$ cat src/rtl/wrsp_pkg.sv
// Shared types and constants for the weighted random size picker.
// Used by wrsp_recip, wrsp_cell and weighted_random_size_picker_core.
package wrsp_pkg;

  // Fixed field widths
  localparam int TIME_W     = 32;
  localparam int RAND_W     = 31;
  localparam int SIZE_W     = 5;
  localparam int IDX_W      = 4;
  localparam int CFG_IDX_W  = 1;
  localparam int CFG_DATA_W = 5;

  // Reciprocal of a Q16.16 time: 2^32 / t produces 33 quotient bits
  localparam int DIV_STEPS = 33;
  localparam logic [TIME_W-1:0] RECIP_ONE = 32'h0001_0000;

  // Request function codes
  localparam logic FUNC_LOAD = 1'b0;
  localparam logic FUNC_DRAW = 1'b1;

  // Weighting modes
  localparam logic MODE_BASIC   = 1'b0;
  localparam logic MODE_INVERSE = 1'b1;

  // Configuration register indexes
  localparam logic [CFG_IDX_W-1:0] CFG_WEIGHT_MODE = 1'b0;
  localparam logic [CFG_IDX_W-1:0] CFG_SIZE_COUNT  = 1'b1;

  // Control broadcast from the sequencer to every cell
  typedef struct packed {
    logic              wr_en;
    logic [IDX_W-1:0]  wr_idx;
    logic [TIME_W-1:0] wr_data;
    logic              mode;
    logic              div_start;
    logic              div_step;
    logic              div_first;
    logic              chain_en;
    logic              add_time;
    logic              add_flag;
    logic              wgt_en;
    logic              cmp_en;
  } cell_ctrl_t;

endpackage

$ cat src/rtl/wrsp_recip.sv
// Bit-serial restoring divider giving floor(2^32 / t), saturated, per cell.
// Depends on wrsp_pkg.
module wrsp_recip import wrsp_pkg::*; (
  input  logic              clk,
  input  logic              start,
  input  logic              step,
  input  logic              first,
  input  logic [TIME_W-1:0] divisor,
  output logic [TIME_W-1:0] recip
);

  logic [TIME_W-1:0] rem_r;
  logic [TIME_W-1:0] quo_r;
  logic [TIME_W:0]   rem_ext;
  logic [TIME_W:0]   diff;
  logic              fits;

  // Dividend is 2^32: only the first bit shifted in is a one
  assign rem_ext = {rem_r, first};
  assign diff    = rem_ext - {1'b0, divisor};
  assign fits    = (rem_ext >= {1'b0, divisor});

  always_ff @(posedge clk) begin
    if (start) begin
      rem_r <= '0;
      quo_r <= '0;
    end else if (step) begin
      rem_r <= fits ? diff[TIME_W-1:0] : rem_ext[TIME_W-1:0];
      quo_r <= {quo_r[TIME_W-2:0], fits};
    end
  end

  // Zero time weighs 1.0; a time of one LSB saturates
  always_comb begin
    if (divisor == '0) begin
      recip = RECIP_ONE;
    end else if (divisor == TIME_W'(1)) begin
      recip = '1;
    end else begin
      recip = quo_r;
    end
  end

endmodule

$ cat src/rtl/wrsp_cell.sv
// One cell of the picker row: holds one turnaround time, its weight and
// one stage of the shared chain register. Depends on wrsp_pkg, wrsp_recip.
module wrsp_cell import wrsp_pkg::*; #(
  parameter int IDX = 0,
  parameter int SW  = 36,
  parameter int TW  = 40,
  parameter int NW  = 5
) (
  input  logic                  clk,
  input  logic                  rst_n,
  input  cell_ctrl_t            ctrl,
  input  logic [NW-1:0]         n_eff,
  input  logic [SW-1:0]         sum_in,
  input  logic [RAND_W+TW-1:0]  x_in,
  input  logic [TW-1:0]         chain_in,
  output logic [TW-1:0]         chain_out
);

  localparam int XW = RAND_W + TW;

  logic [TIME_W-1:0] time_r;
  logic [SW-1:0]     w_r;
  logic [TW-1:0]     chain_r;
  logic              flag_r;
  logic [TIME_W-1:0] recip;
  logic              active;
  logic [TW-1:0]     addend;
  logic [XW:0]       lhs;
  logic [XW:0]       rhs;

  assign active = (32'(n_eff) > 32'(IDX));

  // Stored turnaround time, cleared at reset
  always_ff @(posedge clk) begin
    if (!rst_n) begin
      time_r <= '0;
    end else if (ctrl.wr_en && (int'(ctrl.wr_idx) == IDX)) begin
      time_r <= ctrl.wr_data;
    end
  end

  wrsp_recip u_recip (
    .clk     (clk),
    .start   (ctrl.div_start),
    .step    (ctrl.div_step),
    .first   (ctrl.div_first),
    .divisor (time_r),
    .recip   (recip)
  );

  // Weight of this entry; unused entries weigh nothing
  always_ff @(posedge clk) begin
    if (ctrl.wgt_en) begin
      if (!active) begin
        w_r <= '0;
      end else if (ctrl.mode == MODE_INVERSE) begin
        w_r <= SW'(recip);
      end else if (sum_in == '0) begin
        w_r <= SW'(1);
      end else begin
        w_r <= sum_in - SW'(time_r);
      end
    end
  end

  // Chain stage: running sum of times, then of weights, then of flags
  always_comb begin
    if (ctrl.add_time) begin
      addend = active ? TW'(time_r) : '0;
    end else if (ctrl.add_flag) begin
      addend = TW'(flag_r);
    end else begin
      addend = TW'(w_r);
    end
  end

  always_ff @(posedge clk) begin
    if (ctrl.chain_en) begin
      chain_r <= chain_in + addend;
    end
  end

  assign chain_out = chain_r;

  // Bucket passed: next * (2^31 - 1) <= rand * total
  assign lhs = (XW+1)'(x_in) + (XW+1)'(chain_r);
  assign rhs = (XW+1)'(chain_r) << RAND_W;

  always_ff @(posedge clk) begin
    if (ctrl.cmp_en) begin
      flag_r <= active && (lhs >= rhs);
    end
  end

endmodule

$ cat config.mk
export PLATFORM = sky130hd
export DESIGN_NAME = wrsp_cell
export DESIGN_NICKNAME = d
export VERILOG_FILES = /design/src/rtl/wrsp_pkg.sv /design/src/rtl/wrsp_recip.sv /design/src/rtl/wrsp_cell.sv
export SDC_FILE = /design/constraint.sdc
export NUM_CORES = 1
export LEC_CHECK = 0
export BUFFER_PORTS_ARGS = -buffer_cell sky130_fd_sc_hd__buf_4
export CORE_ASPECT_RATIO = 1.5
export CORE_UTILIZATION = 60
export CTS_BUF_LIST = sky130_fd_sc_hd__clkbuf_8
export DETAILED_ROUTE_END_ITERATION = 10
export GPL_TIMING_DRIVEN = 1
export PLACE_DENSITY_LB_ADDON = 0.3
export REMOVE_ABC_BUFFERS = 1
export SLEW_MARGIN = 5
export SYNTH_ARGS = -nofsm -noshare
export SYNTH_HDL_FRONTEND = slang
export SYNTH_HIERARCHICAL = 1
export SYNTH_SLANG_ARGS = --single-unit
$ cat constraint.sdc
create_clock -name clk -period 16.3 [get_ports clk]
set_input_delay 3.26 -clock clk [delete_from_list [all_inputs] [get_ports clk]]
set_output_delay 3.26 -clock clk [all_outputs]
set_load 0.1 [all_outputs]
==> results of run 1 <==
## layer usage
| metal | wire length (µm) | up-vias |
|---|---|---|
| li1 | - | 7905 |
| met1 | 18470 | 7703 |
| met2 | 27400 | 644 |
| met3 | 3377 | 203 |
| met4 | 4598 | 0 |
| met5 | 0 | - |
## registers in the layout, summed over array words and instances, names as in the netlist
| signal | flops |
|---|---|
| chain_out | 40 |
| u_recip/rem_r | 32 |
| w_r | 36 |
| flag_r | 1 |
| u_recip/quo_r | 32 |
| time_r | 32 |
## kinds of logic after synthesis
family | Yosys count | share of synthesized area (%)
AOI/OAI and AO/OA | 620 | 25.38
xor gates and xnor gates | 143 | 7.564
adders and majority gates | 184 | 14.08
buffers and inverters | 211 | 5.146
DFF | 173 | 25.57
muxes | 62 | 3.756
and+or+nand+nor | 666 | 18.50
## power groups by stage
stage | sequential [µW] | combinational [µW] | clock [µW]
after global placement | 556 | 1050 | 0
after global routing | 554 | 1180 | 325
final | 550 | 1100 | 309
after floorplan | 615 | 716 | 0
after detailed placement | 558 | 1070 | 0
after CTS | 548 | 1070 | 311
## synthesized netlist by cell type (all sizes together), types with 10 or more instances
cell type | n | area share, %
dfxtp | 96 | 12
nor4 | 24 | 0.94
edfxtp | 77 | 14
o21a | 20 | 0.91
nor2 | 167 | 3.8
nand2 | 256 | 5.8
clkbuf | 62 | 1.4
and2 | 10 | 0.38
a21o | 79 | 3.6
xor2 | 68 | 3.6
nand2b | 26 | 0.98
a21boi | 35 | 1.6
a22o | 35 | 1.9
o21bai | 16 | 0.73
a31oi | 15 | 0.57
a21oi | 139 | 4.3
xnor2 | 75 | 4.0
o21ai | 130 | 3.9
nor3 | 24 | 0.73
and3 | 22 | 0.86
o211ai | 16 | 0.73
ha | 180 | 14
or3 | 11 | 0.42
a211oi | 37 | 1.7
inv | 140 | 3.2
nor2b | 21 | 0.79
mux2i | 61 | 3.7
nand3 | 50 | 1.5
nand4 | 28 | 1.1
## worst register-to-register path, stage by stage (launching register included)
cell       delay, ps
edfxtp_1         510
ha_1             420
a21o_1           210
a21o_1           170
a21oi_1          380
nand2_1           90
a221o_1          410
o41a_1           460
a311o_1          420
a21oi_4          430
nor4_1           130
xor2_1           170
ha_1             320
nand4_1          120
or3_1            370
and3b_1          410
o2111ai_1        180
a2111oi_2        260
o2111ai_1        140
or4_1            550
nor4_2           260
a311oi_1         130
nor2_1           150
## worst max-delay path by stage
| stage | end | slack, ps |
|---|---|---|
| after detailed placement | flag_r | 6710 |
| after global placement | flag_r | 6830 |
| after CTS | flag_r | 7200 |
| after global routing | flag_r | 6820 |
| after floorplan | flag_r | 7770 |
| final | flag_r | 7160 |
## layout make-up
type / instances / area, µm² / share of cell area, %
Clock buffer: 17 / 234.0 / 1.237
Clock inverter: 15 / 160.2 / 0.8464
Timing Repair Buffer: 248 / 1862 / 9.839
Inverter: 140 / 525.5 / 2.777
Tap cell: 342 / 427.9 / 2.261
Multi-Input combinational cell: 1675 / 11480 / 60.66
Sequential cell: 173 / 4234 / 22.38
## per-stage QoR
| step | utilization [%] | instance area (µm²) |
|---|---|---|
| final | 69.51 | 18920 |
| after global routing | 69.51 | 18920 |
| after CTS | 69.51 | 18920 |
| after detailed placement | 68.06 | 18530 |
| after global placement | 68.06 | 18530 |
| after floorplan | - | 16230 |
==> impl_metrics.ini, run 1 <==
[floorplanning]
rows = 74
core_mm2 = 0.02722
ioPinCount = 240
die_area_mm2 = 0.02828
die_h_um = 205.5
die_x_um = 137.6
start_util_pct = 60.83

[pwr]
leakage_uw = 0.008452
power_frac_seq_pct = 28.1
internal_power_uw = 1074
vdd_ir_drop_max_mv = 0.1356
p_comb_share_pct = 56.1
power_switching_uw = 880.3
finalPower_uw = 1954
pwr-share-clk_pct = 15.8
powerDensity_mw_per_mm2 = 103.3
swShare_pct = 45.04

[final_layout]
num_antenna_cells = 0
final_common_cell = nand2_1
final_layout_size_suffix_gt1_share_pct = 13.62
final_cell_mix = nand2_1 (256), buf_4 (248), ha_1 (180)
syn2layout_area_growth_pct = 14.27
fin_nets = 2639
fillers = 2318
stdcell_count = 2610

[yosys]
synth_ff_type = dfxtp_1
ys_warn_count = 6
synth_edf_count = 77
yosysSeqAreaShare_pct = 25.57
synth_area_mm2 = 0.01656
syn_inst = 2059
ys_ff_latch = 173
async_flop_share_pct = 0
avgSynthCellArea_um2 = 8.042
ys_types = 85

[cts]
clk_latency_ps = 500
numCtsBuffers = 17
clkTransAtPathRegs_ps = 100
post_cts.repair.setup_buffers = 0
cts_tree = built
cts_hold_buf = 0
cts-htree-levels = 4
clockBufferDepth = 2
clock_sinks = 173
cts_resized = 0
root_buffer = clkbuf_8

[routing]
drc = 0
firstDrtPassIters = 8
avgViaCountPerCell = 6.305
vias = 16455
dr.first_iter.drc_count = 964
wl_per_cell_um = 20.63
wl_um = 53840
antenna_left = 0

[worst_hold_path]
min_to = u_recip/rem_r[3]
min_from = u_recip/rem_r[3]
min_path_cells = 2
hold_class = register to register

[critical_path]
crit_slowest_cell = or4_1
cp_data_arrival_time_ps = 9500
worstSetupPathType = input port to register
slowest_delay_ps = 550
worst-path-max-fanout = 15
cp-startpoint = x_in[23]
startpoint_type = input port
cp.required_ps = 16660
crit_chain = buf_4 -> ha_1 -> a21o_1 -> a21o_1 -> a21oi_1 -> nand2_1 -> a221o_1 -> o41a_1 -> a311o_1 -> a21oi_4 -> nor4_1 -> xor2_1 -> ha_1 -> nand4_1 -> or3_1 -> and3b_1 -> o2111ai_1 -> a2111oi_2 -> o2111ai_1 -> or4_1 -> nor4_2 -> a311oi_1 -> nor2_1
r2r_slack_ps = 9480
worst-r2r-cell-count = 22
worstReg2RegEnd = flag_r
critPathTopFamily = compound AO/OA/AOI/OAI gates
r2r-start = chain_out[23]
cp-end-kind = register
critPathBufInv = 1
worst-path-stages = 23

[timing]
fmax_mhz = 109.4
slew_violations = 0
finalHoldViolCount = 0
tightest_slew_ps = 1221
max_slew_margin_pct = 18.37
rsz0062_at_grt = false
setup_tns_ps = 0
fin_crit_sh_pct = 56.07
setup_viol = 0
setup_slack_ps = 7161
whs_ps = 509.3
period_needed_ps = 9139
final.setup_skew_ps = 12.61

[grt]
top_usage_layer = met2
grt_usage_pct = 38.04
grt_pass1_wl_um = 81450
use_met1_pct = 36.63
globalRouteMet3Util_pct = 6.701
grtUsageMet2_pct = 69.38
grt_pass1_vias = 16113
overflow = 0
antenna_found_initial = 0
grt_max_degree = 68

[job]
maxCapViolations = 0

[placed_design]
gp_congestion = 1.032
dp_hpwl_um = 43370
portBuffers = 239
dp_cells = 2578
pre_cts_slack_ps = 6707

[outcome]
status = finished, final reports clean
(Power assumes the default switching activity.)
==> run 2: changes to the inputs <==
Settings changed: CORE_UTILIZATION 60 to 55.
Clock period 16.3 ns to 8.2 ns, I/O delays scaled along.
==> run 2 against run 1 <==
  * First-iteration DRC count rose by 3.2%
  * Power is 97% higher
  * Sequential cell count stayed put
  * Largest power group unchanged
==> impl_metrics.ini, run 2 (synthesis gave the netlist of run 1 again) <==
[outcome]
status = finished, final reports clean

[worst_hold_path]
min_from = u_recip/rem_r[8]
hold_class = register to register
min_path_cells = 2
min_to = u_recip/rem_r[8]

[critical_path]
cp-end-kind = register
r2r_slack_ps = 1480
cp_data_arrival_time_ps = 7810
worstSetupPathType = input port to register
worstReg2RegEnd = flag_r
worst-path-max-fanout = 8
cp.required_ps = 8530
r2r-start = chain_out[6]
startpoint_type = input port
worst-r2r-cell-count = 22

[final_layout]
seqCellArea_mm2 = 0.004234
largest_reg_flops = 40
final_common_cell = nand2_1
multiInputGateArea_mm2 = 0.01148
final_cell_mix = nand2_1 (256), buf_4 (251), ha_1 (180)
syn2layout_area_growth_pct = 14.80
final_layout_size_suffix_gt1_share_pct = 13.56
fillers = 2591
fin_nets = 2642

[grt]
grt_pass1_vias = 16072
grt_max_degree = 68
overflow = 0
antenna_found_initial = 1
grt_usage_pct = 34.28
grt_pass1_wl_um = 81450

[timing]
finalHoldViolCount = 0
whs_ps = 508.6
setup_slack_ps = 714.7
fmax_mhz = 133.6
period_needed_ps = 7485
final.setup_skew_ps = 16.43
setup_viol = 0
setup_tns_ps = 0
rsz0062_at_grt = false
max_slew_margin_pct = 26.19
slew_violations = 0
fin_crit_sh_pct = 91.28
tightest_slew_ps = 1107

[floorplanning]
die_h_um = 214.5
die_area_mm2 = 0.03082
core_mm2 = 0.02958
start_util_pct = 55.98
rows = 77
ioPinCount = 240
die_x_um = 143.7

[cts]
cts_tree = built
clkTransAtPathRegs_ps = 80
cts-htree-levels = 4
cts_hold_buf = 0
numCtsBuffers = 17
root_buffer = clkbuf_8
clockBufferDepth = 2
post_cts.repair.setup_buffers = 0
clk_latency_ps = 480
cts_resized = 0
clock_sinks = 173

[routing]
firstDrtPassIters = 7
wl_um = 52230
wl_per_cell_um = 19.58
antenna_left = 0
dr.first_iter.drc_count = 995
vias = 16306
avgViaCountPerCell = 6.114
drc = 0

[pwr]
leakage_uw = 0.008460
vdd_ir_drop_max_mv = 0.2655
powerDensity_mw_per_mm2 = 202.7

[job]
maxCapViolations = 0

[placed_design]
gp_congestion = 1.047
pre_cts_slack_ps = 340.8
portBuffers = 239
dp_hpwl_um = 42190
-- run 2: changes by cell type in the layout (fill, tap and decap cells not counted), sizes merged --
cell,delta
inv,-7
clkinv,+5
buf,+3
bufinv,+1
clkinvlp,+1
diode,+1
-- run 2: critical path, stage by stage --
cell and delay (ps):
buf_4 110, ha_1 390, nand2_1 120, o21ai_1 240, nand3_1 200, a31oi_1 480, o211ai_1 330, o211ai_1 250
a31oi_1 170, or3_1 560, nor3_1 280, xor2_1 100, ha_1 320, nand4_1 120, or3_1 410, and3b_1 390
o2111ai_1 180, a2111oi_2 250, o2111ai_1 140, or4_1 550, nor4_2 280, a311oi_1 130, nor2_1 140
-- run 2: cell type report --
cell class,count,share of cell area (%)
multi-input cells,1675,60.38
flip-flops and latches,173,22.27
repair buffers,251,9.912
inverters,140,2.764
well taps,395,2.600
clock buffers,17,1.231
clock inverters,15,0.8227
diodes,1,0.01316
-- run 2: routing by layer --
layer | part of all wire, % | global-route usage, % | vias to the layer above
met5 | 0 | 0 | -
met4 | 7.4 | 24.68 | 0
met3 | 5.5 | 4.489 | 157
met2 | 53 | 63.90 | 599
met1 | 35 | 34.04 | 7651
li1 | - | - | 7899
-- run 2: per-stage QoR --
step / instances / util [%] / total power [µW] / cell area (µm²)
final: 2667 / 64.27 / 3853 / 19010
after global routing: 2667 / 64.27 / 4097 / 19010
after CTS: 2666 / 64.26 / 3826 / 19010
after detailed placement: 2634 / 62.94 / 3210 / 18620
after global placement: 2634 / 62.94 / 3174 / 18620
after floorplan: 1988 / - / 2646 / 16230
-- run 2: worst max path at each step --
stage / startpoint / end / slack (ps) / cells past startpoint
4_1_cts: x_in[13] / flag_r / 790 / 23
6_report: x_in[6] / flag_r / 710 / 23
5_1_grt: x_in[6] / flag_r / 240 / 23
3_5_place_dp: x_in[13] / flag_r / 340 / 23
2_1_floorplan: x_in[23] / flag_r / 1290 / 22
3_3_place_gp: x_in[0] / flag_r / 450 / 24
-- run 2: power by group --
part           switching [µW]  total (µW)  internal, µW
combinational            1300        2160           854
clock                     310         604           294
sequential               85.8        1090          1000
total                    1700        3850          2150
==> run 3: changes to the inputs <==
Settings changed: CORE_UTILIZATION 55 to 40.
==> run 3 against run 2 <==
  * Routed wire length increased by 6.6%
  * Clock power up 1%
  * Utilization shrank 17 points
  * Worst hold slack improved by 3.5 ps
  * Count of clock-buffer cells in the layout unchanged
  * Global-route usage shrank 8.0 points
  * Largest cell class unchanged
  * Critical path type unchanged
  * Maximum frequency is 1.4% higher
  * First-iteration DRC count up 0.20%
==> impl_metrics.ini, run 3 (synthesis gave the netlist of run 1 again) <==
[floorplanning]
start_util_pct = 40.85
die_h_um = 251.2
core_mm2 = 0.04054
die_x_um = 168.1
die_area_mm2 = 0.04223
rows = 90
ioPinCount = 240

[job]
maxCapViolations = 0

[pwr]
power_frac_seq_pct = 28.2
leakage_uw = 0.008471
vdd_ir_drop_max_mv = 0.1873
powerDensity_mw_per_mm2 = 202.1
internal_power_uw = 2111
power_switching_uw = 1762
swShare_pct = 45.50
p_comb_share_pct = 56.0
pwr-share-clk_pct = 15.8

[worst_hold_path]
min_from = u_recip/quo_r[31]
hold_class = register to register
min_path_cells = 2
min_to = u_recip/quo_r[31]

[critical_path]
worst-path-max-fanout = 7
critPathTopFamily = compound AO/OA/AOI/OAI gates
r2r_slack_ps = 1490
crit_chain = buf_4 -> ha_1 -> fa_1 -> a21oi_1 -> o21ai_1 -> a22oi_2 -> o21a_2 -> nor3_1 -> o41a_1 -> a311o_1 -> a21oi_4 -> nor3_1 -> xor2_1 -> ha_1 -> nand4_1 -> or3_1 -> and3b_1 -> o2111ai_1 -> a2111oi_2 -> o2111ai_1 -> or4_1 -> nor4_2 -> a311oi_1 -> nor2_1
cp_data_arrival_time_ps = 7750
r2r-start = chain_out[13]
crit_slowest_cell = or4_1
worstSetupPathType = input port to register
cp-startpoint = x_in[0]
worst-r2r-cell-count = 22
critPathBufInv = 1
cp-end-kind = register
worstReg2RegEnd = flag_r
slowest_delay_ps = 550
startpoint_type = input port
cp.required_ps = 8570

[routing]
antenna_left = 0
wl_per_cell_um = 20.03
firstDrtPassIters = 8
dr.first_iter.drc_count = 997
vias = 15960
avgViaCountPerCell = 5.743
wl_um = 55650
drc = 0

[timing]
fmax_mhz = 135.5
setup_viol = 0
setup_tns_ps = 0
final.setup_skew_ps = 13.76
fin_crit_sh_pct = 90.01
rsz0062_at_grt = false
period_needed_ps = 7381
slew_violations = 0
tightest_slew_ps = 1075
max_slew_margin_pct = 28.34
finalHoldViolCount = 0
setup_slack_ps = 819.0

[cts]
clk_latency_ps = 510
clock_sinks = 173
numCtsBuffers = 17
cts_hold_buf = 0
cts-htree-levels = 4
clkTransAtPathRegs_ps = 100
post_cts.repair.setup_buffers = 0
clockBufferDepth = 2
cts_tree = built
root_buffer = clkbuf_8
cts_resized = 0

[final_layout]
fillers = 4038
stdcell_count = 2779
final_layout_size_suffix_gt1_share_pct = 13.86
largest_reg_flops = 40
fin_area_mm2 = 0.01917
num_antenna_cells = 0
final_cell_mix = nand2_1 (256), buf_4 (253), ha_1 (180)
fin_nets = 2644
final_common_cell = nand2_1
syn2layout_area_growth_pct = 15.75

[placed_design]
dp_hpwl_um = 45520
place_area_mm2 = 0.01878
gp_congestion = 1.000
pre_cts_slack_ps = 319.2
dp_cells = 2747
portBuffers = 239

[grt]
overflow = 0
globalRouteMet3Util_pct = 2.928
antenna_found_initial = 1
grt_max_degree = 68
top_usage_layer = met2
grt_pass1_vias = 16260
grt_pass1_wl_um = 86180
grt_usage_pct = 26.29
grtUsageMet2_pct = 52.02
use_met1_pct = 26.93

[outcome]
status = finished, final reports clean
[run 3: cell types whose count changed in the layout (fill, tap and decap cells not counted), sizes merged]
cell	change
clkinv	-3
clkinvlp	-1
buf	+2
inv	+6
diode	-1
bufinv	-2
[run 3: cell type report]
| class | count | area, µm² | area share [%] |
|---|---|---|---|
| repair buffers | 253 | 1899 | 9.910 |
| clock inverters | 15 | 155.1 | 0.8095 |
| clock buffers | 17 | 234.0 | 1.221 |
| inverters | 140 | 525.5 | 2.742 |
| multi-input cells | 1675 | 11480 | 59.92 |
| well taps | 506 | 633.1 | 3.303 |
| flip-flops and latches | 173 | 4234 | 22.09 |
[run 3: worst max path at each step]
| stage | to | cells past startpoint |
|---|---|---|
| 6_report | flag_r | 24 |
| 2_1_floorplan | flag_r | 22 |
| 4_1_cts | flag_r | 24 |
| 5_1_grt | flag_r | 24 |
| 3_5_place_dp | flag_r | 24 |
| 3_3_place_gp | flag_r | 23 |
[run 3: worst reg2reg max path, stage by stage (launching register included)]
cell       delay [ps]
edfxtp_1          550
ha_1              500
and4_1            290
nor4b_1           330
a22oi_2           150
o21a_2            270
nor3_1            410
o41a_1            290
a311o_1           330
a21oi_4           140
nor4_1            330
xor2_1            120
ha_1              310
nand4_1           110
or3_1             400
and3b_1           420
o2111ai_1         190
a2111oi_2         240
o2111ai_1         140
or4_1             550
nor4_2            270
a311oi_1          120
nor2_1            140
[run 3: routing by layer]
metal,share of wire [%],up-vias,wire length [µm]
li1,-,7907,-
met1,38,7533,20930
met2,54,419,30200
met3,3.5,99,1930
met4,4.7,2,2590
met5,0.018,-,10
[run 3: power groups by stage]
stage                     Sequential [µW]  Combinational [µW]  Clock [µW]
after floorplan                      1220                1420           0
after global placement               1110                2120           0
after detailed placement             1110                2130           0
after CTS                            1090                2150         631
after global routing                 1100                2360         660
final                                1090                2170         611
[run 3: stage by stage]
stage | util, % | hold WS [ps] | power [µW]
2_1_floorplan | - | 453.5 | 2646
3_3_place_gp | 46.32 | 472.9 | 3228
3_5_place_dp | 46.32 | 495.9 | 3245
4_1_cts | 47.28 | 512.5 | 3869
5_1_grt | 47.28 | 536.6 | 4120
6_report | 47.28 | 512.1 | 3874
